## src/hw/rtl/itoa_pkg.sv

```systemverilog
`timescale 1ns / 1ps

package itoa_pkg;

  localparam int VALUE_WIDTH_DEF = 32;
  localparam int BASE_W          = 6;
  localparam int DIGIT_W         = 6;
  localparam int CHAR_W          = 8;

  localparam logic [BASE_W-1:0] BASE_MIN = 6'd2;
  localparam logic [BASE_W-1:0] BASE_MAX = 6'd36;

  localparam logic [CHAR_W-1:0] CHAR_NUL   = 8'h00;
  localparam logic [CHAR_W-1:0] CHAR_MINUS = 8'h2D;
  localparam logic [CHAR_W-1:0] CHAR_ZERO  = 8'h30;
  localparam logic [CHAR_W-1:0] CHAR_A     = 8'h61;

  // Map a remainder magnitude (0..35) to '0'-'9' or 'a'-'z'.
  function automatic logic [CHAR_W-1:0] digit_char(input logic [DIGIT_W-1:0] d);
    logic [CHAR_W-1:0] d_ext;
    d_ext = {{(CHAR_W-DIGIT_W){1'b0}}, d};
    if (d < 6'd10) begin
      return CHAR_ZERO + d_ext;
    end else begin
      return CHAR_A + d_ext - 8'd10;
    end
  endfunction

endpackage

```

## src/hw/rtl/itoa_ram.sv

```systemverilog
`timescale 1ns / 1ps

module itoa_ram #(
  parameter int WIDTH = 6,
  parameter int DEPTH = 32
) (
  input  logic                     clk,
  input  logic                     we,
  input  logic [$clog2(DEPTH)-1:0] waddr,
  input  logic [WIDTH-1:0]         wdata,
  input  logic [$clog2(DEPTH)-1:0] raddr,
  output logic [WIDTH-1:0]         rdata
);

  logic [WIDTH-1:0] mem [DEPTH];
  logic [WIDTH-1:0] rdata_r;

  always_ff @(posedge clk) begin
    if (we) begin
      mem[waddr] <= wdata;
    end
    rdata_r <= mem[raddr];
  end

  assign rdata = rdata_r;

endmodule

```

## src/hw/rtl/itoa_div.sv

```systemverilog
`timescale 1ns / 1ps

// Restoring divider, one quotient bit per cycle. Divisor must hold while busy.
module itoa_div #(
  parameter int VALUE_WIDTH = itoa_pkg::VALUE_WIDTH_DEF
) (
  input  logic                          clk,
  input  logic                          rst_n,
  input  logic                          start,
  input  logic [VALUE_WIDTH-1:0]        dividend,
  input  logic [itoa_pkg::BASE_W-1:0]   divisor,
  output logic                          done,
  output logic [VALUE_WIDTH-1:0]        quotient,
  output logic [itoa_pkg::DIGIT_W-1:0]  remainder
);

  import itoa_pkg::*;

  localparam int CNT_W = $clog2(VALUE_WIDTH + 1);

  logic                   busy_r;
  logic                   done_r;
  logic [CNT_W-1:0]       cnt_r;
  logic [VALUE_WIDTH-1:0] quo_r;
  logic [DIGIT_W-1:0]     rem_r;

  logic [DIGIT_W:0]       trial;
  logic [DIGIT_W:0]       diff;
  logic                   fits;

  always_comb begin
    trial = {rem_r, quo_r[VALUE_WIDTH-1]};
    diff  = trial - {1'b0, divisor};
    fits  = (trial >= {1'b0, divisor});
  end

  always_ff @(posedge clk) begin
    if (!rst_n) begin
      busy_r <= 1'b0;
      done_r <= 1'b0;
      cnt_r  <= '0;
      quo_r  <= '0;
      rem_r  <= '0;
    end else begin
      done_r <= 1'b0;
      if (start && !busy_r) begin
        busy_r <= 1'b1;
        cnt_r  <= CNT_W'(VALUE_WIDTH);
        quo_r  <= dividend;
        rem_r  <= '0;
      end else if (busy_r) begin
        quo_r <= {quo_r[VALUE_WIDTH-2:0], fits};
        rem_r <= fits ? diff[DIGIT_W-1:0] : trial[DIGIT_W-1:0];
        cnt_r <= cnt_r - 1'b1;
        if (cnt_r == CNT_W'(1)) begin
          busy_r <= 1'b0;
          done_r <= 1'b1;
        end
      end
    end
  end

  assign done      = done_r;
  assign quotient  = quo_r;
  assign remainder = rem_r;

endmodule

```

## src/hw/rtl/integer_to_radix_ascii_core.sv

```systemverilog
`timescale 1ns / 1ps

// Channel  Handshake             Payload                                  Dir
// -------  --------------------  ---------------------------------------  ---
// in_      in_valid / in_ready   in_value[VALUE_WIDTH-1:0] s, in_base[5:0] in
// out_     out_valid / out_ready out_char_out[7:0], out_last, out_bad_base out
//
// Each digit takes one division on the shared bit-serial divider, and a
// negative value adds a minus sign; a bad base skips the divider.
// in_ready is high only while the sequencer is idle, one conversion at a time.
// Output stalls hold the sequencer; a finished character waits in the output
// register while the next input transaction may already be accepted.
// Reset is synchronous, active low, and clears control and working state.
module integer_to_radix_ascii_core #(
  parameter int VALUE_WIDTH = itoa_pkg::VALUE_WIDTH_DEF
) (
  input  logic                               clk,
  input  logic                               rst_n,
  input  logic                               in_valid,
  output logic                               in_ready,
  input  logic signed [VALUE_WIDTH-1:0]      in_value,
  input  logic [itoa_pkg::BASE_W-1:0]        in_base,
  output logic                               out_valid,
  input  logic                               out_ready,
  output logic [itoa_pkg::CHAR_W-1:0]        out_char_out,
  output logic                               out_last,
  output logic                               out_bad_base
);

  import itoa_pkg::*;

  localparam int CNT_W  = $clog2(VALUE_WIDTH + 1);
  localparam int ADDR_W = $clog2(VALUE_WIDTH);

  typedef enum logic [2:0] {
    S_IDLE,
    S_BAD,
    S_DIV,
    S_SIGN,
    S_RD,
    S_EMIT
  } state_t;

  state_t                 state_r,   state_nxt;
  logic [BASE_W-1:0]      base_r,    base_nxt;
  logic [VALUE_WIDTH-1:0] wq_r,      wq_nxt;      // working quotient
  logic [CNT_W-1:0]       count_r,   count_nxt;   // digits produced
  logic                   neg_r,     neg_nxt;
  logic [ADDR_W-1:0]      idx_r,     idx_nxt;     // digit being read back
  logic                   start_r,   start_nxt;
  logic                   ovalid_r,  ovalid_nxt;
  logic [CHAR_W-1:0]      ochar_r,   ochar_nxt;
  logic                   olast_r,   olast_nxt;
  logic                   obad_r,    obad_nxt;

  logic                   div_done;
  logic [VALUE_WIDTH-1:0] div_quo;
  logic [DIGIT_W-1:0]     div_rem;
  logic                   ram_we;
  logic [DIGIT_W-1:0]     ram_rdata;

  logic                   in_fire;
  logic                   slot_free;
  logic                   base_bad;
  logic [VALUE_WIDTH-1:0] val_u;
  logic [VALUE_WIDTH-1:0] mag;
  logic [CNT_W-1:0]       count_inc;

  itoa_div #(
    .VALUE_WIDTH(VALUE_WIDTH)
  ) u_div (
    .clk      (clk),
    .rst_n    (rst_n),
    .start    (start_r),
    .dividend (wq_r),
    .divisor  (base_r),
    .done     (div_done),
    .quotient (div_quo),
    .remainder(div_rem)
  );

  // Digit store, least significant first; read back in reverse order.
  itoa_ram #(
    .WIDTH(DIGIT_W),
    .DEPTH(VALUE_WIDTH)
  ) u_digits (
    .clk  (clk),
    .we   (ram_we),
    .waddr(count_r[ADDR_W-1:0]),
    .wdata(div_rem),
    .raddr(idx_r),
    .rdata(ram_rdata)
  );

  always_comb begin
    in_ready  = (state_r == S_IDLE);
    in_fire   = in_valid && in_ready;
    slot_free = !ovalid_r || out_ready;
    base_bad  = (in_base < BASE_MIN) || (in_base > BASE_MAX);
    val_u     = in_value;
    mag       = val_u[VALUE_WIDTH-1] ? (~val_u + {{(VALUE_WIDTH-1){1'b0}}, 1'b1}) : val_u;
    count_inc = count_r + 1'b1;
    ram_we    = (state_r == S_DIV) && div_done;
  end

  always_comb begin
    state_nxt  = state_r;
    base_nxt   = base_r;
    wq_nxt     = wq_r;
    count_nxt  = count_r;
    neg_nxt    = neg_r;
    idx_nxt    = idx_r;
    start_nxt  = 1'b0;
    // Drop the held character once the consumer takes it.
    ovalid_nxt = ovalid_r && !out_ready;
    ochar_nxt  = ochar_r;
    olast_nxt  = olast_r;
    obad_nxt   = obad_r;

    unique case (state_r)
      S_IDLE: begin
        if (in_fire) begin
          if (base_bad) begin
            state_nxt = S_BAD;
          end else begin
            // Latch base and magnitude, kick off the first division.
            base_nxt  = in_base;
            neg_nxt   = val_u[VALUE_WIDTH-1];
            wq_nxt    = mag;
            count_nxt = '0;
            start_nxt = 1'b1;
            state_nxt = S_DIV;
          end
        end
      end

      S_BAD: begin
        if (slot_free) begin
          ovalid_nxt = 1'b1;
          ochar_nxt  = CHAR_NUL;
          olast_nxt  = 1'b1;
          obad_nxt   = 1'b1;
          state_nxt  = S_IDLE;
        end
      end

      S_DIV: begin
        if (div_done) begin
          // Remainder goes to the store at count_r; advance the count.
          wq_nxt    = div_quo;
          count_nxt = count_inc;
          idx_nxt   = count_r[ADDR_W-1:0];
          if ((div_quo == '0) || (count_inc == CNT_W'(VALUE_WIDTH))) begin
            state_nxt = neg_r ? S_SIGN : S_RD;
          end else begin
            start_nxt = 1'b1;
          end
        end
      end

      S_SIGN: begin
        // At least one digit always follows the sign.
        if (slot_free) begin
          ovalid_nxt = 1'b1;
          ochar_nxt  = CHAR_MINUS;
          olast_nxt  = 1'b0;
          obad_nxt   = 1'b0;
          state_nxt  = S_RD;
        end
      end

      S_RD: begin
        // Wait out the registered read of idx_r.
        state_nxt = S_EMIT;
      end

      S_EMIT: begin
        if (slot_free) begin
          ovalid_nxt = 1'b1;
          ochar_nxt  = digit_char(ram_rdata);
          olast_nxt  = (idx_r == '0);
          obad_nxt   = 1'b0;
          if (idx_r == '0) begin
            state_nxt = S_IDLE;
          end else begin
            idx_nxt   = idx_r - 1'b1;
            state_nxt = S_RD;
          end
        end
      end

      default: begin
        state_nxt = S_IDLE;
      end
    endcase
  end

  always_ff @(posedge clk) begin
    if (!rst_n) begin
      state_r  <= S_IDLE;
      base_r   <= '0;
      wq_r     <= '0;
      count_r  <= '0;
      neg_r    <= 1'b0;
      idx_r    <= '0;
      start_r  <= 1'b0;
      ovalid_r <= 1'b0;
      ochar_r  <= '0;
      olast_r  <= 1'b0;
      obad_r   <= 1'b0;
    end else begin
      state_r  <= state_nxt;
      base_r   <= base_nxt;
      wq_r     <= wq_nxt;
      count_r  <= count_nxt;
      neg_r    <= neg_nxt;
      idx_r    <= idx_nxt;
      start_r  <= start_nxt;
      ovalid_r <= ovalid_nxt;
      ochar_r  <= ochar_nxt;
      olast_r  <= olast_nxt;
      obad_r   <= obad_nxt;
    end
  end

  assign out_valid    = ovalid_r;
  assign out_char_out = ochar_r;
  assign out_last     = olast_r;
  assign out_bad_base = obad_r;

endmodule

```

## config.mk

```make
export PLATFORM = sky130hd
export DESIGN_NAME = integer_to_radix_ascii_core
export DESIGN_NICKNAME = d
export VERILOG_FILES = /design/src/hw/rtl/itoa_pkg.sv /design/src/hw/rtl/itoa_ram.sv /design/src/hw/rtl/itoa_div.sv /design/src/hw/rtl/integer_to_radix_ascii_core.sv
export SDC_FILE = /design/constraint.sdc
export NUM_CORES = 1
export LEC_CHECK = 0
export ABC_CLOCK_PERIOD_IN_PS = 2800
export BUFFER_PORTS_ARGS = -buffer_cell sky130_fd_sc_hd__buf_2
export CAP_MARGIN = 20
export CORE_ASPECT_RATIO = 1.25
export CORE_MARGIN = 3
export CORE_UTILIZATION = 48
export CTS_BUF_LIST = sky130_fd_sc_hd__clkbuf_8
export CTS_CLUSTER_DIAMETER = 150
export DETAILED_ROUTE_END_ITERATION = 10
export GPL_TIMING_DRIVEN = 0
export PLACE_DENSITY = 0.61
export SYNTH_ARGS = -nofsm -noshare
export SYNTH_HDL_FRONTEND = slang
export SYNTH_SLANG_ARGS = --single-unit
```

## constraint.sdc

```tcl
create_clock -name clk -period 2.8 [get_ports clk]
set_input_delay 0 -clock clk [delete_from_list [all_inputs] [get_ports clk]]
set_output_delay 0 -clock clk [all_outputs]
set_load 0.05 [all_outputs]
```

==> metrics.md, run 1 <==
| Metric | Value |
|---|---|
| Status | `finished, final reports clean` |
| Post-synth EDFFs | `192` |
| Worst Tran Pin Value | `0.991 ns` |
| Fin. max-slew vios | `0` |
| Worst skew pair latency | `0.57 ns` |
| 1st-iter DRT viols | `530` |
| Worst r2r src | `idx_r[1]` |
| RSZ-0062 raised after global routing | `false` |
| # DRC | `0` |
| Reg2Reg Setup Slack | `0.18 ns` |
| Post-CTS setup buffers | `0` |
| Final net count | `1293` |
| Relative slew slack | `33.8%` |
| CTS tree | `done` |
| H-Tree Depth | `2` |
| Wire length on met2 | `18800 um` |
| First-pass GRT wire length | `54100 um` |
| Clock Tree Root | `clkbuf_8` |
| Netlist cell types | `70` |
| Total Routing Usage GR | `22.7%` |
| Hold crit path type | `in -> reg` |
| Critical path type | `in -> reg` |
| Final hold vios | `0` |
| Die footprint | `31200 um2` |
| Final worst slack | `0.118 ns` |
| Initial core utilization | `48.8%` |
| Delay-heaviest family, CP | `buffers and inverters` |
| CP max stage delay | `0.57 ns` |
| M1 WL | `13500 um` |
| Clk_skew | `0.0135 ns` |
| Met3 WL | `1640 um` |
| Syn Nets | `1136` |
| DP Worst Slack | `-0.0117 ns` |
| WL per Instance | `21.2 um` |
| Die W | `159 um` |
| Grt ovf | `0` |
| Max FO, Critical Path | `8` |
| Via/cell ratio | `5.75` |
| Drt total wl | `35200 um` |
| Sequential area share after synthesis | `58.1%` |
| PD cells | `611 nW/um2` |
| Io pins | `54` |
| Critical Path Source Type | `input pin` |
| P_sw | `0.00258 W` |
| Clock power frac | `37.1%` |
| CTS Buf Count | `48` |
| Vias in the first global route | `9519` |
| Critical path startpoint | `in_value[18]` |
| Final period util | `95.8%` |
| Max clock buf depth | `3` |
| DR pass1 iterations | `4` |
| Combinational power share | `11.5%` |
| GP Congestion | `0.827` |
| Setup-failing EPs final | `0` |
| Required @ worst endpoint | `3.23 ns` |
| Max Used Layer | `met4` |
| Die Height | `197 um` |
| CP arrival | `3.11 ns` |
| Hold_sp | `in_value[7]` |
| Vias | `9529` |
| Achievable Freq | `373 MHz` |
| Peak VDD IR | `0.000380 V` |
| Clock sink count | `309` |
| Crit-path cells | `dlygate4sd3_1 -> buf_2 -> or3_4 -> or4_1 -> buf_2 -> or3_4 -> o31ai_4 -> xor2_1 -> dlygate4sd3_1 -> o221ai_1` |
| Synth Flop Type | `edfxtp_1` |
| Number of max-cap violations | `0` |
| Bufs and invs on worst path | `4` |
| Post-synth ARST share | `0%` |
| Mapped cell area | `14000 um2` |
| Pin count of the biggest net entering global routing | `35` |
| Dpl hpwl | `24900 um` |
| Sequential Power Share | `51.4%` |
| Final Critical Period | `2.68 ns` |
| Pint | `0.00739 W` |
| Switching share of power | `25.9%` |
| Clock slew at reported path FFs | `0.06 ns` |
| Gate Count Post-Synth | `1072` |
| CP Capture Type | `flop` |
| Ant. Diodes | `0` |
| Port Buffer Count | `53` |
| CP max stage cell | `dlygate4sd3_1` |
| Fraction of final layout cells sized beyond drive strength 1 | `17.5%` |
| Area Growth Syn to Fin | `16.8%` |
| Final Non-Filler Cells | `1657` |
| FF+latch count, synth | `309` |
| Core Area | `28600 um2` |
| Final ANT Viol Nets | `0` |
| FP Rows | `69` |
| Dpl cells | `1520` |
| Avg Inst Size Synth | `13.0 um2` |
| YS warnings | `0` |
| Leakage | `6.09 nW` |
| Initial antenna violation count | `0` |
| Fill count | `2368` |
final timing paths:
kind | endpoint | cells after the start
setup / recovery | wq_r[26] | 10
hold / removal | wq_r[9] | 6
setup reg to reg | u_digits.rdata[2] | 5
hold reg to reg | wq_r[1] | 2
area by class of cell:
type | count | area [um2] | share of cell area (%)
clock buffer | 57 | 785 | 4.81
inverter | 23 | 86.3 | 0.530
clock inverter | 31 | 159 | 0.975
timing repair buffer | 107 | 886 | 5.44
sequential | 309 | 8110 | 49.8
multi-input combinational | 668 | 5510 | 33.8
buffer | 72 | 279 | 1.71
tap | 390 | 488 | 2.99
per-stage QoR:
step / power [W] / hold slack [ns] / area [um2] / util [%] / setup TNS (ns)
floorplan: 0.00590 / 0.169 / 14000 / - / 0
global placement: 0.00625 / 0.278 / 14700 / 51.5 / -1.04
detailed placement: 0.00630 / 0.299 / 14800 / 51.9 / -0.0117
CTS: 0.0100 / 0.00449 / 16300 / 56.9 / 0
global route: 0.0104 / 0.0604 / 16300 / 57.0 / 0
finish: 0.00997 / 0.0403 / 16300 / 57.0 / 0
cells by family after synthesis:
kind of cell	Yosys count	share of synthesized area [%]
compound gates	203	11.1
xor+xnor	40	2.51
fa+ha+maj	22	2.03
buf+inv	95	2.60
flops	309	58.1
mux	112	13.5
simple gates	291	10.2
power groups by stage:
stage | logic [W] | clock network, W | registers, W
global route | 0.00126 | 0.00396 | 0.00514
detailed placement | 0.00108 | 0 | 0.00522
CTS | 0.00114 | 0.00377 | 0.00513
global placement | 0.000997 | 0 | 0.00526
floorplan | 0.000683 | 0 | 0.00522
finish | 0.00115 | 0.00369 | 0.00512
tightest hold or removal path, delay by kind of cell:
kind            cells  cell delay, ns
xor+xnor            1            0.13
compound gates      3            0.25
buf+inv             1            0.11
simple gates        1            0.06
metal layers:
layer | vias to the layer above | GRT usage (%)
met2 | 278 | 41.4
li1 | 4438 | -
met5 | - | 0
met4 | 0 | 8.38
met3 | 86 | 3.67
met1 | 4727 | 26.8
placed cells by master, fill, tap and decap left out, types with 7 or more instances in the layout:
cell	Yosys	routed
nand2b_1	7	7
nor4_1	13	13
nand2_1	86	86
nand3_1	39	39
edfxtp_1	192	192
a211oi_1	10	10
o21ai_1	11	11
o31ai_1	11	10
xor2_1	22	22
nor2_1	70	69
inv_1	22	34
clkbuf_1	60	59
clkinv_1	0	8
or3_1	7	7
a21oi_1	19	19
a21boi_1	7	7
clkbuf_8	0	57
buf_2	5	59
mux4_2	60	60
o211ai_1	20	20
mux2i_1	46	46
nor2b_1	16	16
and2_1	9	9
o221ai_1	9	9
dlygate4sd3_1	0	48
o21ai_0	33	33
nor3_1	11	10
o211a_1	34	34
ha_1	21	21
dfxtp_1	117	115
xnor2_1	18	18
clkinv_2	0	9
flip-flops by register name, indices dropped and copies added, names as in the netlist, 3 cells and up:
register,cells
out_char_out,8
idx_r,5
u_digits.mem,192
u_digits.rdata,6
wq_r,32
state_r,3
base_r,6
u_div.cnt_r,6
count_r,6
u_div.remainder,6
u_div.quotient,32
cell usage after synthesis, drive strengths merged, types with 13 or more instances:
master	instances	area share, %
edfxtp	192	41
dfxtp	117	17
nand2	86	2.3
nor2	70	1.9
clkbuf	60	1.6
mux4	60	9.7
mux2i	46	3.3
o21ai	44	1.6
nand3	39	1.4
o211a	34	2.4
inv	23	0.62
xor2	22	1.4
ha	21	1.9
o211ai	20	1.1
a21oi	19	0.68
xnor2	18	1.1
nor2b	16	0.72
nor4	13	0.58
o31ai	13	0.90
what timing repair did:
| item | in CTS | in global routing |
|---|---|---|
| hold buffers | 48 | 0 |
| endpoints found under the setup margin | 2 | 210 |
| cloned | 0 | 0 |
| gates resized for setup | 1 | 8 |
| hold endpoints to repair | 44 | 0 |
Note: power is estimated with default switching activity, not from simulation.
==> run 2: changes to the inputs <==
--- a/config.mk
+++ b/config.mk
@@ -5,7 +5,7 @@
 export SDC_FILE = /design/constraint.sdc
 export NUM_CORES = 1
 export LEC_CHECK = 0
-export ABC_CLOCK_PERIOD_IN_PS = 2800
+export ABC_CLOCK_PERIOD_IN_PS = 2900
 export BUFFER_PORTS_ARGS = -buffer_cell sky130_fd_sc_hd__buf_2
 export CAP_MARGIN = 20
 export CORE_ASPECT_RATIO = 1.25
==> constraint.sdc (replaced) <==
create_clock -name clk -period 2.9 [get_ports clk]
set_input_delay 0 -clock clk [delete_from_list [all_inputs] [get_ports clk]]
set_output_delay 0 -clock clk [all_outputs]
set_load 0.05 [all_outputs]
==> run 2 against run 1 <==
Compared with the run above: cell count is 0.24% higher; flip-flop and latch count stayed put; total power is 3.5% lower; clock skew is 0.0037 ns lower; final area is 0.15% higher; critical path type unchanged; highest routed layer unchanged.
==> metrics.md, run 2 (synthesis results as in run 1) <==
| Metric | Value |
|---|---|
| Peak VDD IR | `0.000368 V` |
| Grt ovf | `0` |
| Port Buffer Count | `53` |
| Status | `finished, final reports clean` |
| Clock slew at reported path FFs | `0.06 ns` |
| Initial core utilization | `48.8%` |
| Crit-path cells | `dlygate4sd3_1 -> buf_2 -> or4_1 -> or2_1 -> or2_1 -> o31ai_1 -> xor2_1 -> dlygate4sd3_1 -> o221ai_1` |
| CP Capture Type | `flop` |
| Max clock buf depth | `3` |
| Die Height | `197 um` |
| Initial antenna violation count | `0` |
| Clock sink count | `309` |
| Most common cell after layout, fill and taps aside | `edfxtp_1` |
| RSZ-0062 raised after global routing | `false` |
| Via/cell ratio | `5.71` |
| Clk_skew | `0.00982 ns` |
| CTS Buf Count | `48` |
| P_sw | `0.00249 W` |
| CP arrival | `3.09 ns` |
| First-pass GRT wire length | `54100 um` |
| Final hold vios | `0` |
| Pin count of the biggest net entering global routing | `35` |
| Hold crit path type | `in -> reg` |
| Setup-failing EPs final | `0` |
| Critical Path Source Type | `input pin` |
| Achievable Freq | `376 MHz` |
| Final ANT Viol Nets | `0` |
| Final net count | `1297` |
| 1st-iter DRT viols | `542` |
| Final instance area | `16300 um2` |
| Reg2Reg Depth | `5` |
| Combinational power share | `11.5%` |
| Dpl cells | `1520` |
| WL per Instance | `21.2 um` |
| Final period util | `91.7%` |
| Max FO, Critical Path | `6` |
| Most flop-heavy register | `u_digits.mem` |
| Area of the multi-input gates | `5500 um2` |
| Max reg flops | `192` |
| Hold depth | `6` |
| Die footprint | `31200 um2` |
| Relative slew slack | `33.9%` |
| Placed Area | `14800 um2` |
| Final Non-Filler Cells | `1661` |
| PD cells | `589 nW/um2` |
| Worst skew pair latency | `0.58 ns` |
| Die W | `159 um` |
| Core Area | `28600 um2` |
| Area Growth Syn to Fin | `16.9%` |
| Total Routing Usage GR | `22.7%` |
| Sequential Power Share | `51.4%` |
| Vias | `9480` |
| Final Critical Period | `2.66 ns` |
| FP Rows | `69` |
| Dpl hpwl | `24900 um` |
| Register area | `8110 um2` |
| Pint | `0.00713 W` |
| Drt total wl | `35100 um` |
| Worst Tran Pin Value | `0.989 ns` |
| Fill count | `2360` |
| H-Tree Depth | `2` |
| Required @ worst endpoint | `3.34 ns` |
| Ant. Diodes | `0` |
| GP Congestion | `0.827` |
| # DRC | `0` |
| Final worst slack | `0.241 ns` |
| Hold slack | `0.0640 ns` |
| CP max stage delay | `0.59 ns` |
| CTS tree | `done` |
| Vias in the first global route | `9526` |
| Leakage | `6.10 nW` |
| Fin. max-slew vios | `0` |
| Tot Pwr | `0.00962 W` |
| Fraction of final layout cells sized beyond drive strength 1 | `17.6%` |
| Clock power frac | `37.0%` |
| CP max stage cell | `or4_1` |
| Number of max-cap violations | `0` |
| Commonest non-fill, non-tap cells in the layout | `edfxtp_1, dfxtp_1, nand2_1, nor2_1, mux4_2` |
| Switching share of power | `25.9%` |
| Clock Tree Root | `clkbuf_8` |
| Io pins | `54` |
| DP Worst Slack | `0.0883 ns` |
| Reg2Reg Setup Slack | `0.28 ns` |
| DR pass1 iterations | `5` |
| Critical path type | `in -> reg` |
-- run 2: final cells by class --
cell class | count | share of cell area (%)
Sequential cell | 309 | 49.7
Timing Repair Buffer | 111 | 5.61
Buffer | 72 | 1.71
Tap cell | 390 | 2.99
Inverter | 23 | 0.529
Clock buffer | 57 | 4.81
Multi-Input combinational cell | 668 | 33.7
Clock inverter | 31 | 0.974
-- run 2: what timing repair did --
action	CTS	global route
hold buffers	48	0
gates resized for setup	0	8
endpoints found under the hold margin	44	0
endpoints found under the setup margin	0	17
setup buffers	0	4
-- run 2: worst paths after layout --
| check | startpoint | endpoint |
|---|---|---|
| setup / recovery | in_value[4] | wq_r[21] |
| hold / removal | in_value[31] | wq_r[5] |
| setup reg to reg | idx_r[1] | u_digits.rdata[4] |
| hold reg to reg | wq_r[1] | wq_r[1] |
-- run 2: power by group through the flow --
| stage | logic [W] | registers [W] | clock network, W |
|---|---|---|---|
| 2_1_floorplan | 0.000659 | 0.00504 | 0 |
| 3_3_place_gp | 0.000962 | 0.00508 | 0 |
| 3_5_place_dp | 0.00104 | 0.00504 | 0 |
| 4_1_cts | 0.00110 | 0.00495 | 0.00364 |
| 5_1_grt | 0.00121 | 0.00496 | 0.00382 |
| 6_report | 0.00111 | 0.00495 | 0.00356 |
-- run 2: metrics by stage --
| step | TNS [ns] | util (%) |
|---|---|---|
| global route | 0 | 57.1 |
| finish | 0 | 57.1 |
| detailed placement | 0 | 51.9 |
| CTS | 0 | 56.9 |
| global placement | -0.424 | 51.5 |
| floorplan | 0 | - |
-- run 2: critical path: cells and delay by family --
family	cells	cell delay [ns]
XOR/XNOR	1	0.18
buffers and inverters	3	1.26
AO/OA/AOI/OAI	2	0.37
AND/OR/NAND/NOR	3	1.28
-- run 2: layer usage --
metal	GRT usage (%)	part of all wire (%)
met3	3.67	4.7
met2	41.4	54
met4	8.38	3.4
met1	26.8	38
met5	0	0
==> run 3: changes to the inputs <==
--- a/config.mk
+++ b/config.mk
@@ -5,17 +5,15 @@
 export SDC_FILE = /design/constraint.sdc
 export NUM_CORES = 1
 export LEC_CHECK = 0
-export ABC_CLOCK_PERIOD_IN_PS = 2900
+export ABC_CLOCK_PERIOD_IN_PS = 2170
 export BUFFER_PORTS_ARGS = -buffer_cell sky130_fd_sc_hd__buf_2
 export CAP_MARGIN = 20
 export CORE_ASPECT_RATIO = 1.25
-export CORE_MARGIN = 3
 export CORE_UTILIZATION = 48
 export CTS_BUF_LIST = sky130_fd_sc_hd__clkbuf_8
 export CTS_CLUSTER_DIAMETER = 150
 export DETAILED_ROUTE_END_ITERATION = 10
-export GPL_TIMING_DRIVEN = 0
-export PLACE_DENSITY = 0.61
+export PLACE_DENSITY = 0.64
 export SYNTH_ARGS = -nofsm -noshare
 export SYNTH_HDL_FRONTEND = slang
 export SYNTH_SLANG_ARGS = --single-unit
==> constraint.sdc (replaced) <==
create_clock -name clk -period 2.17 [get_ports clk]
set_input_delay 0 -clock clk [delete_from_list [all_inputs] [get_ports clk]]
set_output_delay 0 -clock clk [all_outputs]
set_load 0.05 [all_outputs]
==> run 3 against run 2 <==
Compared with the run above: first-iteration DRC count decreased by 7.2%; critical path depth down 1; clock-buffer cell count shrank 8; setup slack worse by 0.22 ns; register-to-register slack worse by 0.19 ns; wire length fell by 11%; sequential power is 33% higher; clock power increased by 25%; via count fell by 1.5%; utilization rose by 1.3 points; die area fell by 4.5%; largest cell class unchanged; highest routed layer unchanged.
==> metrics.md, run 3 (synthesis results as in run 1) <==
| Metric | Value |
|---|---|
| Final instance area | `16600 um2` |
| Final Critical Period | `2.15 ns` |
| Initial antenna violation count | `0` |
| Placed Area | `15200 um2` |
| Area of the multi-input gates | `5520 um2` |
| Leakage | `6.46 nW` |
| Clock slew at reported path FFs | `0.06 ns` |
| Critical Path Stages | `8` |
| Max FO, Critical Path | `3` |
| Fin. max-slew vios | `0` |
| Register area | `8120 um2` |
| CP arrival | `2.60 ns` |
| Total Routing Usage GR | `21.7%` |
| Number of max-cap violations | `0` |
| CP max stage delay | `0.56 ns` |
| Status | `finished, final reports clean` |
| CP Capture Type | `flop` |
| # DRC | `0` |
| CTS Buf Count | `48` |
| Bufs and invs on worst path | `3` |
| Final period util | `99.1%` |
| Drt total wl | `31400 um` |
| First-pass GRT wire length | `50200 um` |
| Final hold vios | `0` |
| Pin count of the biggest net entering global routing | `62` |
| H-Tree Depth | `2` |
| Setup-failing EPs final | `0` |
| DR pass1 iterations | `5` |
| WL per Instance | `19.1 um` |
| Required @ worst endpoint | `2.62 ns` |
| Area Growth Syn to Fin | `19.2%` |
| Worst Tran Pin Value | `0.641 ns` |
| Crit-path cells | `dlygate4sd3_1 -> buf_2 -> or4_4 -> or3_4 -> o31ai_4 -> xor2_1 -> dlygate4sd3_1 -> o221ai_1` |
| CTS tree | `done` |
| Die W | `155 um` |
| Clock sink count | `309` |
| CP max stage cell | `dlygate4sd3_1` |
| Via/cell ratio | `5.66` |
| Fill count | `2356` |
| RSZ-0062 raised after global routing | `true` |
| 1st-iter DRT viols | `503` |
| Commonest non-fill, non-tap cells in the layout | `edfxtp_1, dfxtp_1, buf_4, nand2_1, nor2_1` |
| Core Util, Final | `58.4%` |
| Grt ovf | `0` |
| Relative slew slack | `57.3%` |
| Most flop-heavy register | `u_digits.mem` |
| Clk_skew | `0.0164 ns` |
| Die footprint | `29800 um2` |
| Die Height | `193 um` |
| Port Buffer Count | `53` |
| Peak VDD IR | `0.000482 V` |
| Cell repeated most along the worst path | `dlygate4sd3_1` |
| Final ANT Viol Nets | `0` |
| Max clock buf depth | `3` |
| Initial core utilization | `49.0%` |
| Critical path type | `in -> reg` |
| Delay-heaviest family, CP | `buffers and inverters` |
| Reg2Reg Depth | `4` |
| Clock Tree Root | `clkbuf_8` |
| Final net count | `1318` |
| Fraction of final layout cells sized beyond drive strength 1 | `24.0%` |
| Max reg flops | `192` |
| Dpl hpwl | `21100 um` |
| Critical Path Source Type | `input pin` |
| GP Congestion | `0.821` |
| Most common cell after layout, fill and taps aside | `edfxtp_1` |
| Vias in the first global route | `9471` |
| Vias | `9341` |
| Ant. Diodes | `0` |
| Achievable Freq | `465 MHz` |
| Io pins | `54` |
| PD cells | `757 nW/um2` |
| Hold crit path type | `in -> reg` |
| FP Rows | `69` |
| Worst skew pair latency | `0.58 ns` |
| Core Area | `28500 um2` |
| Hold depth | `6` |
==> run 3: cell count changes in the layout (fill, tap and decap cells not counted), sizes merged <==
cell         before  now
clkbuf          118   49
inv              36   48
buf              74  157
clkinv           17   15
dlygate4sd3      48   47
==> run 3: power breakdown <==
part / switching [W] / internal (W) / leakage [nW]
sequential: 0.000136 / 0.00643 / 2.92
combinational: 0.000896 / 0.000659 / 3.00
clock: 0.00222 / 0.00224 / 0.535
total: 0.00326 / 0.00933 / 6.46
==> run 3: routing by layer <==
layer	GRT usage, %	share of wire [%]
met1	25.5	39
met5	0	0
met4	8.72	3.0
met3	3.12	3.3
met2	40.0	54
==> run 3: layout make-up <==
cell class                 instances  area share, %
multi-input combinational        668           33.2
timing repair buffer             204           9.51
inverter                          23          0.519
sequential                       309           48.8
clock buffer                      49           4.05
tap                              355           2.67
clock inverter                    41           1.22
==> run 3: worst register-to-register path: cells and delay by family (launching register included) <==
family / cells / cell delay, ns
multiplexers: 3 / 1.36
flip-flops: 1 / 0.42
buffers and inverters: 1 / 0.18
==> run 3: what timing repair did <==
| action | 4_1_cts | 5_1_grt |
|---|---|---|
| resized for setup | 0 | 9 |
| hold buffers | 48 | 0 |
| setup endpoints to repair | 0 | 12 |
| setup buffers | 0 | 3 |
| hold endpoints to repair | 73 | 0 |
==> run 3: metrics by stage <==
| step | hold WS, ns | power, W | std cells | worst slack (ns) | setup TNS (ns) |
|---|---|---|---|---|---|
| after CTS | 0.00495 | 0.0127 | 1647 | 0.00125 | 0 |
| after global placement | 0.279 | 0.00811 | 1509 | -0.0381 | -0.0381 |
| after detailed placement | 0.287 | 0.00813 | 1509 | -0.0413 | -0.0413 |
| after global routing | 0.0478 | 0.0132 | 1649 | -0.0232 | -0.0396 |
| after floorplan | 0.169 | 0.00762 | 1072 | 0.0787 | 0 |
| final | 0.0408 | 0.0126 | 1649 | 0.0193 | 0 |
==> run 3: worst paths after layout <==
kind,slack [ns],start,to
min reg2reg,0.45,wq_r[3],wq_r[3]
max,0.02,in_value[21],wq_r[28]
min,0.04,in_value[3],wq_r[4]
max reg2reg,0.09,idx_r[0],u_digits.rdata[0]
